==> src/design/irq_controller_delayed_commit_core_defines.svh <==
`ifndef IRQ_CONTROLLER_DELAYED_COMMIT_CORE_DEFINES_SVH
`define IRQ_CONTROLLER_DELAYED_COMMIT_CORE_DEFINES_SVH

// Property checked on every clock edge outside reset.
`define ICDC_ASSERT(lbl, prop, msg) \
  lbl: assert property (@(posedge clk_i) disable iff (!rst_ni) (prop)) else $error(msg);

// Same-cycle implication.
`define ICDC_ASSERT_IMP(lbl, ante, cons, msg) \
  lbl: assert property (@(posedge clk_i) disable iff (!rst_ni) (ante) |-> (cons)) \
    else $error(msg);

// Next-cycle implication.
`define ICDC_ASSERT_NXT(lbl, ante, cons, msg) \
  lbl: assert property (@(posedge clk_i) disable iff (!rst_ni) (ante) |=> (cons)) \
    else $error(msg);

`endif

==> src/design/icdc_pkg.sv <==
`timescale 1ns / 1ps

package icdc_pkg;

  localparam int unsigned NumSrcBits = 14;

  localparam logic [NumSrcBits-1:0] MaskLoLane = 14'h00FF;
  localparam logic [NumSrcBits-1:0] MaskHiLane = 14'h3F00;

  typedef enum logic [2:0] {
    OP_TICK       = 3'd0,
    OP_WRITE_BYTE = 3'd1,
    OP_WRITE_HALF = 3'd2,
    OP_READ_BYTE  = 3'd3,
    OP_READ_HALF  = 3'd4,
    OP_RAISE      = 3'd5
  } op_e;

  typedef enum logic [1:0] {
    SEL_ENABLE = 2'd0,
    SEL_FLAGS  = 2'd1,
    SEL_MASTER = 2'd2
  } sel_e;

  typedef enum logic [2:0] {
    SRC_VBLANK = 3'd0,
    SRC_HBLANK = 3'd1,
    SRC_VCOUNT = 3'd2,
    SRC_TIMER  = 3'd3,
    SRC_SERIAL = 3'd4,
    SRC_DMA    = 3'd5,
    SRC_KEYPAD = 3'd6,
    SRC_CART   = 3'd7
  } src_e;

  // Flag bit set by a raise from the given source / channel.
  function automatic logic [NumSrcBits-1:0] raise_bit(input logic [2:0] src,
                                                      input logic [1:0] ch);
    logic [NumSrcBits-1:0] bit_v;
    bit_v = '0;
    unique case (src)
      SRC_VBLANK: bit_v[0]  = 1'b1;
      SRC_HBLANK: bit_v[1]  = 1'b1;
      SRC_VCOUNT: bit_v[2]  = 1'b1;
      SRC_TIMER:  bit_v = 14'h0008 << ch;
      SRC_SERIAL: bit_v[7]  = 1'b1;
      SRC_DMA:    bit_v = 14'h0100 << ch;
      SRC_KEYPAD: bit_v[12] = 1'b1;
      SRC_CART:   bit_v[13] = 1'b1;
      default:    bit_v = '0;
    endcase
    return bit_v;
  endfunction

  // Update pending in the delay pipes: queued flag plus value.
  typedef struct packed {
    logic queued;
    logic value;
  } upd_t;

  typedef struct packed {
    logic [15:0] read_data;
    logic        cpu_irq;
  } result_t;

endpackage

==> src/design/irq_controller_delayed_commit_core.sv <==
`timescale 1ns / 1ps

`include "irq_controller_delayed_commit_core_defines.svh"

// Interrupt controller (IE / IF / IME) with delayed commit. Each input word
// (tick, byte/half read or write, or source raise) yields exactly one output
// word holding the read data and the processor interrupt line as it stands
// after that word. Writes and raises land in shadow registers and take effect
// at the next tick; the available flag follows one tick after that commit and
// the interrupt line two ticks after it. One word is accepted per clock cycle;
// its result is registered into a two-entry output buffer, so the input
// stalls only when both buffer entries wait on the output side.
module irq_controller_delayed_commit_core
  import icdc_pkg::*;
(
  input  logic        clk_i,
  input  logic        rst_ni,
  input  logic        s_axis_tvalid,
  output logic        s_axis_tready,
  input  logic [23:0] s_axis_tdata,   // wdata[15:0], source[18:16], channel[20:19], zero pad
  input  logic [5:0]  s_axis_tuser,   // op[2:0], reg_sel[4:3], byte_hi[5]
  output logic        m_axis_tvalid,
  input  logic        m_axis_tready,
  output logic [23:0] m_axis_tdata    // read_data[15:0], cpu_irq[16], zero pad
);

  logic [NumSrcBits-1:0] sh_en_q, sh_en_d, sh_fl_q, sh_fl_d;
  logic [NumSrcBits-1:0] lv_en_q, lv_en_d, lv_fl_q, lv_fl_d;
  logic sh_m_q, sh_m_d, lv_m_q, lv_m_d;
  logic commit_due_q, commit_due_d;
  logic line_target_q, line_target_d;
  logic avail_flag_q, avail_flag_d;
  logic line_out_q, line_out_d;
  upd_t avail_pend_q, avail_pend_d;
  upd_t pipe0_q, pipe0_d, pipe1_q, pipe1_d;

  logic [2:0]  in_op;
  logic [1:0]  in_sel;
  logic        in_hi;
  logic [15:0] in_wdata;
  logic [2:0]  in_src;
  logic [1:0]  in_ch;
  logic [7:0]  wbyte;
  logic        in_fire, out_fire;
  logic        avail_new, line_new;
  logic [15:0] rd;
  result_t     res;

  assign in_op    = s_axis_tuser[2:0];
  assign in_sel   = s_axis_tuser[4:3];
  assign in_hi    = s_axis_tuser[5];
  assign in_wdata = s_axis_tdata[15:0];
  assign in_src   = s_axis_tdata[18:16];
  assign in_ch    = s_axis_tdata[20:19];
  assign wbyte    = in_wdata[7:0];

  assign in_fire  = s_axis_tvalid & s_axis_tready;
  assign out_fire = m_axis_tvalid & m_axis_tready;

  always_comb begin
    sh_en_d       = sh_en_q;
    sh_fl_d       = sh_fl_q;
    sh_m_d        = sh_m_q;
    lv_en_d       = lv_en_q;
    lv_fl_d       = lv_fl_q;
    lv_m_d        = lv_m_q;
    commit_due_d  = commit_due_q;
    line_target_d = line_target_q;
    avail_flag_d  = avail_flag_q;
    line_out_d    = line_out_q;
    avail_pend_d  = avail_pend_q;
    pipe0_d       = pipe0_q;
    pipe1_d       = pipe1_q;
    avail_new     = 1'b0;
    line_new      = 1'b0;
    rd            = '0;
    unique case (in_op)
      OP_TICK: begin
        if (avail_pend_q.queued) avail_flag_d = avail_pend_q.value;
        avail_pend_d = '0;
        if (pipe0_q.queued) line_out_d = pipe0_q.value;
        pipe0_d = pipe1_q;
        pipe1_d = '0;
        if (commit_due_q) begin
          commit_due_d = 1'b0;
          lv_en_d      = sh_en_q;
          lv_fl_d      = sh_fl_q;
          lv_m_d       = sh_m_q;
          avail_new    = |(sh_en_q & sh_fl_q);
          if (avail_new != avail_flag_d) avail_pend_d = '{queued: 1'b1, value: avail_new};
          line_new = sh_m_q & avail_new;
          if (line_new != line_target_q) begin
            pipe1_d       = '{queued: 1'b1, value: line_new};
            line_target_d = line_new;
          end
        end
      end
      OP_WRITE_BYTE: begin
        commit_due_d = 1'b1;
        unique case (in_sel)
          SEL_ENABLE: begin
            if (in_hi) sh_en_d = (sh_en_q & MaskLoLane) | {wbyte[5:0], 8'h00};
            else       sh_en_d = (sh_en_q & MaskHiLane) | {6'h00, wbyte};
          end
          SEL_FLAGS: begin
            if (in_hi) sh_fl_d = sh_fl_q & ~{wbyte[5:0], 8'h00};
            else       sh_fl_d = sh_fl_q & ~{6'h00, wbyte};
          end
          SEL_MASTER: begin
            if (!in_hi) sh_m_d = wbyte[0];
          end
          default: ;
        endcase
      end
      OP_WRITE_HALF: begin
        commit_due_d = 1'b1;
        unique case (in_sel)
          SEL_ENABLE: sh_en_d = in_wdata[NumSrcBits-1:0];
          SEL_FLAGS:  sh_fl_d = sh_fl_q & ~in_wdata[NumSrcBits-1:0];
          SEL_MASTER: sh_m_d  = in_wdata[0];
          default: ;
        endcase
      end
      OP_READ_BYTE: begin
        unique case (in_sel)
          SEL_ENABLE: rd = in_hi ? {10'h000, lv_en_q[13:8]} : {8'h00, lv_en_q[7:0]};
          SEL_FLAGS:  rd = in_hi ? {10'h000, lv_fl_q[13:8]} : {8'h00, lv_fl_q[7:0]};
          SEL_MASTER: rd = in_hi ? 16'h0000 : {15'h0000, lv_m_q};
          default:    rd = '0;
        endcase
      end
      OP_READ_HALF: begin
        unique case (in_sel)
          SEL_ENABLE: rd = {2'b00, lv_en_q};
          SEL_FLAGS:  rd = {2'b00, lv_fl_q};
          SEL_MASTER: rd = {15'h0000, lv_m_q};
          default:    rd = '0;
        endcase
      end
      OP_RAISE: begin
        commit_due_d = 1'b1;
        sh_fl_d      = sh_fl_q | raise_bit(in_src, in_ch);
      end
      default: ;
    endcase
  end

  assign res = '{read_data: rd, cpu_irq: line_out_d};

  always_ff @(posedge clk_i or negedge rst_ni) begin
    if (!rst_ni) begin
      sh_en_q       <= '0;
      sh_fl_q       <= '0;
      sh_m_q        <= 1'b0;
      lv_en_q       <= '0;
      lv_fl_q       <= '0;
      lv_m_q        <= 1'b0;
      commit_due_q  <= 1'b0;
      line_target_q <= 1'b0;
      avail_flag_q  <= 1'b0;
      line_out_q    <= 1'b0;
      avail_pend_q  <= '0;
      pipe0_q       <= '0;
      pipe1_q       <= '0;
    end else if (in_fire) begin
      sh_en_q       <= sh_en_d;
      sh_fl_q       <= sh_fl_d;
      sh_m_q        <= sh_m_d;
      lv_en_q       <= lv_en_d;
      lv_fl_q       <= lv_fl_d;
      lv_m_q        <= lv_m_d;
      commit_due_q  <= commit_due_d;
      line_target_q <= line_target_d;
      avail_flag_q  <= avail_flag_d;
      line_out_q    <= line_out_d;
      avail_pend_q  <= avail_pend_d;
      pipe0_q       <= pipe0_d;
      pipe1_q       <= pipe1_d;
    end
  end

  // Two-entry output buffer; slot 0 is the head.
  logic [1:0] cnt_q, cnt_d;
  result_t    slot0_q, slot0_d, slot1_q, slot1_d;

  assign s_axis_tready = (cnt_q != 2'd2);
  assign m_axis_tvalid = (cnt_q != 2'd0);
  assign m_axis_tdata  = {7'h00, slot0_q.cpu_irq, slot0_q.read_data};

  always_comb begin
    cnt_d   = cnt_q;
    slot0_d = slot0_q;
    slot1_d = slot1_q;
    if (in_fire && !out_fire) begin
      cnt_d = cnt_q + 2'd1;
      if (cnt_q == 2'd0) slot0_d = res;
      else               slot1_d = res;
    end else if (out_fire && !in_fire) begin
      cnt_d   = cnt_q - 2'd1;
      slot0_d = slot1_q;
    end else if (out_fire && in_fire) begin
      if (cnt_q == 2'd1) begin
        slot0_d = res;
      end else begin
        slot0_d = slot1_q;
        slot1_d = res;
      end
    end
  end

  always_ff @(posedge clk_i or negedge rst_ni) begin
    if (!rst_ni) begin
      cnt_q <= 2'd0;
    end else begin
      cnt_q <= cnt_d;
    end
  end

  always_ff @(posedge clk_i) begin
    slot0_q <= slot0_d;
    slot1_q <= slot1_d;
  end

  `ICDC_ASSERT(a_buf_cnt, cnt_q != 2'd3, "output buffer count out of range")
  `ICDC_ASSERT_IMP(a_pipe_target, pipe1_q.queued, pipe1_q.value == line_target_q,
                   "queued line update disagrees with line target")
  `ICDC_ASSERT_IMP(a_avail_change, avail_pend_q.queued, avail_pend_q.value != avail_flag_q,
                   "queued available update does not change the flag")
  `ICDC_ASSERT_NXT(a_line_tick_only, in_fire && (in_op != OP_TICK), $stable(line_out_q),
                   "interrupt line moved on a non-tick word")

endmodule
==> config.mk <==
export PLATFORM = sky130hd
export DESIGN_NAME = irq_controller_delayed_commit_core
export DESIGN_NICKNAME = d
export VERILOG_FILES = /design/src/design/icdc_pkg.sv /design/src/design/irq_controller_delayed_commit_core.sv
export VERILOG_INCLUDE_DIRS = /design/src /design/src/design
export SDC_FILE = /design/constraint.sdc
export NUM_CORES = 1
export LEC_CHECK = 0
export ABC_AREA = 1
export BUFFER_PORTS_ARGS = -buffer_cell sky130_fd_sc_hd__clkbuf_2
export CAP_MARGIN = 15
export CELL_PAD_IN_SITES_DETAIL_PLACEMENT = 1
export CELL_PAD_IN_SITES_GLOBAL_PLACEMENT = 1
export CORE_ASPECT_RATIO = 0.6
export CORE_MARGIN = 3
export CORE_UTILIZATION = 46
export CTS_CLUSTER_SIZE = 24
export DETAILED_ROUTE_END_ITERATION = 8
export PLACE_DENSITY = 0.93
export SYNTH_ARGS = -nofsm -noshare
export SYNTH_HDL_FRONTEND = slang
export SYNTH_SLANG_ARGS = --single-unit
==> constraint.sdc <==
create_clock -name clk_i -period 6.36 [get_ports clk_i]
set_clock_uncertainty 0.15 [all_clocks]
set_input_delay 1.272 -clock clk_i [delete_from_list [all_inputs] [get_ports clk_i]]
set_output_delay 1.272 -clock clk_i [all_outputs]
set_load 0.02 [all_outputs]
Word-level counts from Yosys, hierarchy flattened
Index checks and enable logic that the tools add are counted.
{ "totals": {"output_inout_bits": 26, "reg_bits": 101} }
{ "classes": {"eq_ne": 28, "addsub": 2, "n_bitwise": 13, "reduce_logical": 27, "n_shift": 2, "muxes": 51} }
{ "op_table": {"columns": ["op", "n"], "rows": [
  ["$mux W17", 10],
  ["$mux W14", 6],
  ["$pmux W14 S3", 2],
  ["$and A14 B14 Y14", 4],
  ["$pmux W14 S2", 2],
  ["$not A14 Y14", 2],
  ["$pmux W8 S3", 1],
  ["$ne A2 B2 Y1 const B", 11],
  ["$eq A3 B3 Y1 const B", 6],
  ["$pmux W1 S3", 6],
  ["$mux W8", 2],
  ["$pmux W4 S2", 2],
  ["$reduce_and A4 Y1", 4],
  ["$not A8 Y14", 1],
  ["$or A14 B14 Y14", 1],
  ["$or A14 B8 Y14", 1],
  ["$or A8 B14 Y14", 1],
  ["$reduce_or A14 Y1", 1],
  ["$shl A4 B2 Y14 const A", 1],
  ["$shl A9 B2 Y14 const A", 1],
  ["$eq A3 B2 Y1 const B", 4],
  ["$mux W1", 12],
  ["$reduce_bool A2 Y1", 5],
  ["$mux W2", 4],
  ["19 further kinds", 33]
]} }

Depth between registers and ports, before layout
{ "logic_depth": {"word_depth": 7, "ltp_mapped": 11, "mapped_depth_nobuf": 11} }

Least setup slack after synthesis
No wires, ideal clock.
{ "synth_timing": {"path_kind": "input -> register", "start": "input port s_axis_tvalid", "end": "register slot0_q (netlist bit m_axis_tdata[0]), enable pin", "setup_ns": 0.408, "path_slack_ns": 3.270, "required_ns": 5.802, "stages": 2, "arrival_ns": 2.532, "n_path_buf": 0, "path_cell_list": "nand2_2 o21ai_0"} }
{ "synth_via": {"elab_chain_len": 5} }
{ "synth_rtl": {"columns": ["item", "line_no", "text"], "rows": [
  ["start: declaration", "irq_controller_delayed_commit_core.sv:18", "input logic s_axis_tvalid,"],
  ["$and A1 B1 Y1 (*)", "irq_controller_delayed_commit_core.sv:57", "assign in_fire = s_axis_tvalid & s_axis_tready;"],
  ["$logic_not A1 Y1", "irq_controller_delayed_commit_core.sv:198", "end else if (out_fire && !in_fire) begin"],
  ["$logic_and A1 B1 Y1", "irq_controller_delayed_commit_core.sv:198", null],
  ["$reduce_bool A3 Y1 (no line)", null, null],
  ["$reduce_and A2 Y1 (no line) (*)", null, null],
  ["end signal: assignment", "irq_controller_delayed_commit_core.sv:220", "slot0_q <= slot0_d;"],
  ["end: declaration", "irq_controller_delayed_commit_core.sv:184", "result_t slot0_q, slot0_d, slot1_q, slot1_d;"]
]} }
Mark *: on every way between the ends. The rest lies on a longest branch, timed or not.
A chain may end at the register's enable or synchronous reset.

==> results.py <==
metrics = {
    "yosys": {
        "synth_seq_cells": 97,
        "synth-edff-count": 30,
        "synth_most_common_cell": "nand2_1",
        "syn-instance-count": 651,
        "syn_area_sq_um": 5012,
        "avgSynthCellArea_sq_um": 7.699,
        "synth_area_leaders": "dfrtp_1 (33%), nand2_1 (20%), edfxtp_1 (18%)",
        "yosys.area.top_type": "dfrtp_1",
        "ys_types": 29,
        "yosys_warnings": 0,
        "ys_top_cells_by_count": "nand2_1 (269), o21ai_0 (79), inv_1 (72)",
        "ys_seq_area_frac": 0.5142,
        "synth_top_area_frac": 0.3345,
        "ys_async_sr_fraction": 0.6907,
        "synth_ff_type": "dfrtp_1",
    },
    "cells_and_area": {
        "multiInputGateArea_sq_um": 2043,
        "drive_gt1_frac": 0.1103,
        "diodes": 0,
        "fin_cells": 833,
        "area_growth_pct": 12.48,
        "nNetsFinal": 734,
        "nFillCells": 1308,
        "register_area_sq_um": 2577,
    },
    "place": {
        "gp_congestion": 0.8376,
        "io_buffer_count": 45,
        "dpl.hpwl_um": 11240,
        "place_inst": 818,
    },
    "drt": {
        "wl_per_cell_um": 18.46,
        "routedLengthMet1_um": 6897,
        "vias_per_cell": 5.485,
        "drc": 0,
        "met3WireLength_um": 931,
        "first_pass_iters": 4,
        "drt_iter0_drc": 341,
        "antenna_left": 0,
        "routed_wl_um": 15380,
        "wl_met2_um": 7366,
        "vias": 4569,
        "highest_layer": "met4",
    },
    "sta": {
        "finalMaxSlewViolations": 0,
        "slew_headroom": 0.3460,
        "clock.fmax_mhz": 299.0,
        "min_period_ps": 3344,
        "worstMarginPinSlew_ps": 977.4,
        "setup_viol": 0,
        "holdWs_ps": 343.2,
        "final.setup.tns_ps": 0,
        "final_hold_viol_count": 0,
        "post-route-period-util": 0.5258,
        "grt_setup_unrepaired": "no",
    },
    "clock_network": {
        "ctsHoldBuffers": 0,
        "cts_buffer_depth": 2,
        "cts_setup_buffers": 0,
        "clock-root-buffer": "clkbuf_16",
        "insertion_delay_ps": 340,
        "ctsResizeCount": 0,
        "tritoncts": "yes",
        "numCtsBuffers": 9,
        "clock_sinks": 97,
        "cts.htree.levels": 3,
        "clkTransAtPathRegs_ps": 70,
    },
    "worst_setup_path": {
        "startpoint": "s_axis_tuser[4]",
        "crit_path_end": "m_axis_tdata[9]",
        "critPathCaptureType": "flip-flop",
        "rr_endpoint": "m_axis_tdata[3]",
        "criticalPathCategory": "in2reg",
        "cp.arrival_ps": 3350,
        "regToRegSetupSlack_ps": 3850,
        "r2r_cells": 11,
        "cp_max_fo": 12,
        "r2r-start": "cnt_q[0]",
        "start_kind": "input port",
        "required_ps": 6360,
    },
    "job": {
        "max-cap-violations": 0,
    },
    "floorplanning": {
        "die_x_um": 140.8,
        "die-area_sq_um": 12230,
        "rows": 28,
        "initial_utilization": 0.4900,
        "io_pins": 60,
        "die_h_um": 86.86,
        "core_area_sq_um": 10230,
    },
    "pwr": {
        "p_per_area_nw_per_um2": 368.0,
        "p_leak_uw": 0.002826,
        "finalPower_uw": 2075,
        "ir_drop_v": 0.0001754,
    },
    "worst_hold_path": {
        "hp-class": "reg2reg",
    },
    "grt": {
        "grt_pass1_vias": 4871,
        "grt.overflow.total": 0,
        "grt_max_degree": 68,
        "antenna_found_initial": 0,
        "grt_util_all_layers": 0.2581,
        "grt_pass1_wl_um": 24630,
    },
    "status": {
        "outcome": "finished clean",
    },
}
## worst min path at each step
| stage | to | slack (ps) | cells after the start | startpoint |
|---|---|---|---|---|
| finish | line_target_q | 340 | 2 | line_target_q |
| global route | pipe1_q[1] | 380 | 2 | pipe1_q[1] |
| CTS | line_target_q | 350 | 2 | line_target_q |
| detailed placement | line_target_q | 330 | 2 | line_target_q |
| global placement | line_target_q | 310 | 2 | line_target_q |
| floorplan | pipe0_q[1] | 290 | 2 | pipe0_q[1] |
## through the flow
step           setup WS (ps)  area, sq um  utilization
2_1_floorplan           3270         5042            -
3_3_place_gp            2957         5326       0.5207
3_5_place_dp            2741         5326       0.5207
4_1_cts                 3092         5638       0.5511
5_1_grt                 2907         5638       0.5511
6_report                3016         5638       0.5511
## power by group
| part | switching [uW] | total, uW | internal, uW |
|---|---|---|---|
| logic | 394 | 553 | 159 |
| clock network | 236 | 590 | 353 |
| registers | 85.6 | 932 | 847 |
| total | 716 | 2070 | 1360 |
## cell families (layout without fill, tap and decap cells)
logic type / after synthesis / after routing / synth area share
DFF: 97 / 97 / 0.5142
and+or+nand+nor: 345 / 345 / 0.2781
other: 1 / 9 / 0.0007482
xor gates and xnor gates: 2 / 2 / 0.003495
adders and majority gates: 6 / 6 / 0.01498
AOI/OAI and AO/OA: 100 / 100 / 0.1043
buffers and inverters: 100 / 139 / 0.08412
## cell type report
type                       count  share of cell area
multi-input combinational    462              0.3624
inverter                      75             0.04993
tap                          135             0.02996
sequential                    97              0.4572
clock buffer                  12             0.04372
clock inverter                 3             0.01154
timing repair buffer          49             0.04527
## registers in the layout (all words and copies together) (netlist names)
name and count:
line_target_q 1, line_out_q 1, sh_fl_q 14, pipe1_q 2, pipe0_q 2, sh_m_q 1, commit_due_q 1, cnt_q 2
sh_en_q 14, m_axis_tdata 15, slot1_q 15, lv_en_q 14, lv_fl_q 14, lv_m_q 1
## critical path, stage by stage
cell and delay (ps):
clkbuf_2 110, nor2_1 760, inv_1 300, o21ai_0 500, nand2_1 150, o21ai_0 260
## cell usage in the layout, fill, tap and decap left out, types with 2 or more instances in the layout
cell	count
ha_1	6
nor2_4	2
o21ai_1	6
buf_4	4
inv_2	3
nand2_1	269
o21ai_0	78
nand2_2	2
dfrtp_1	67
a21oi_1	9
bufinv_16	2
nor2_1	26
nor2_2	4
clkbuf_2	44
nand2_4	2
clkbuf_1	2
o22ai_1	2
nor3_1	8
inv_1	72
nand3_1	30
clkbuf_16	9
edfxtp_1	30
a31oi_1	2
conb_1	9
## per-layer routing
layer / vias up / global-route usage
li1: 2120 / -
met1: 2317 / 0.3385
met2: 112 / 0.4384
met3: 20 / 0.06253
met4: 0 / 0.06245
met5: - / 0
Power figures use the tool's default switching activity.
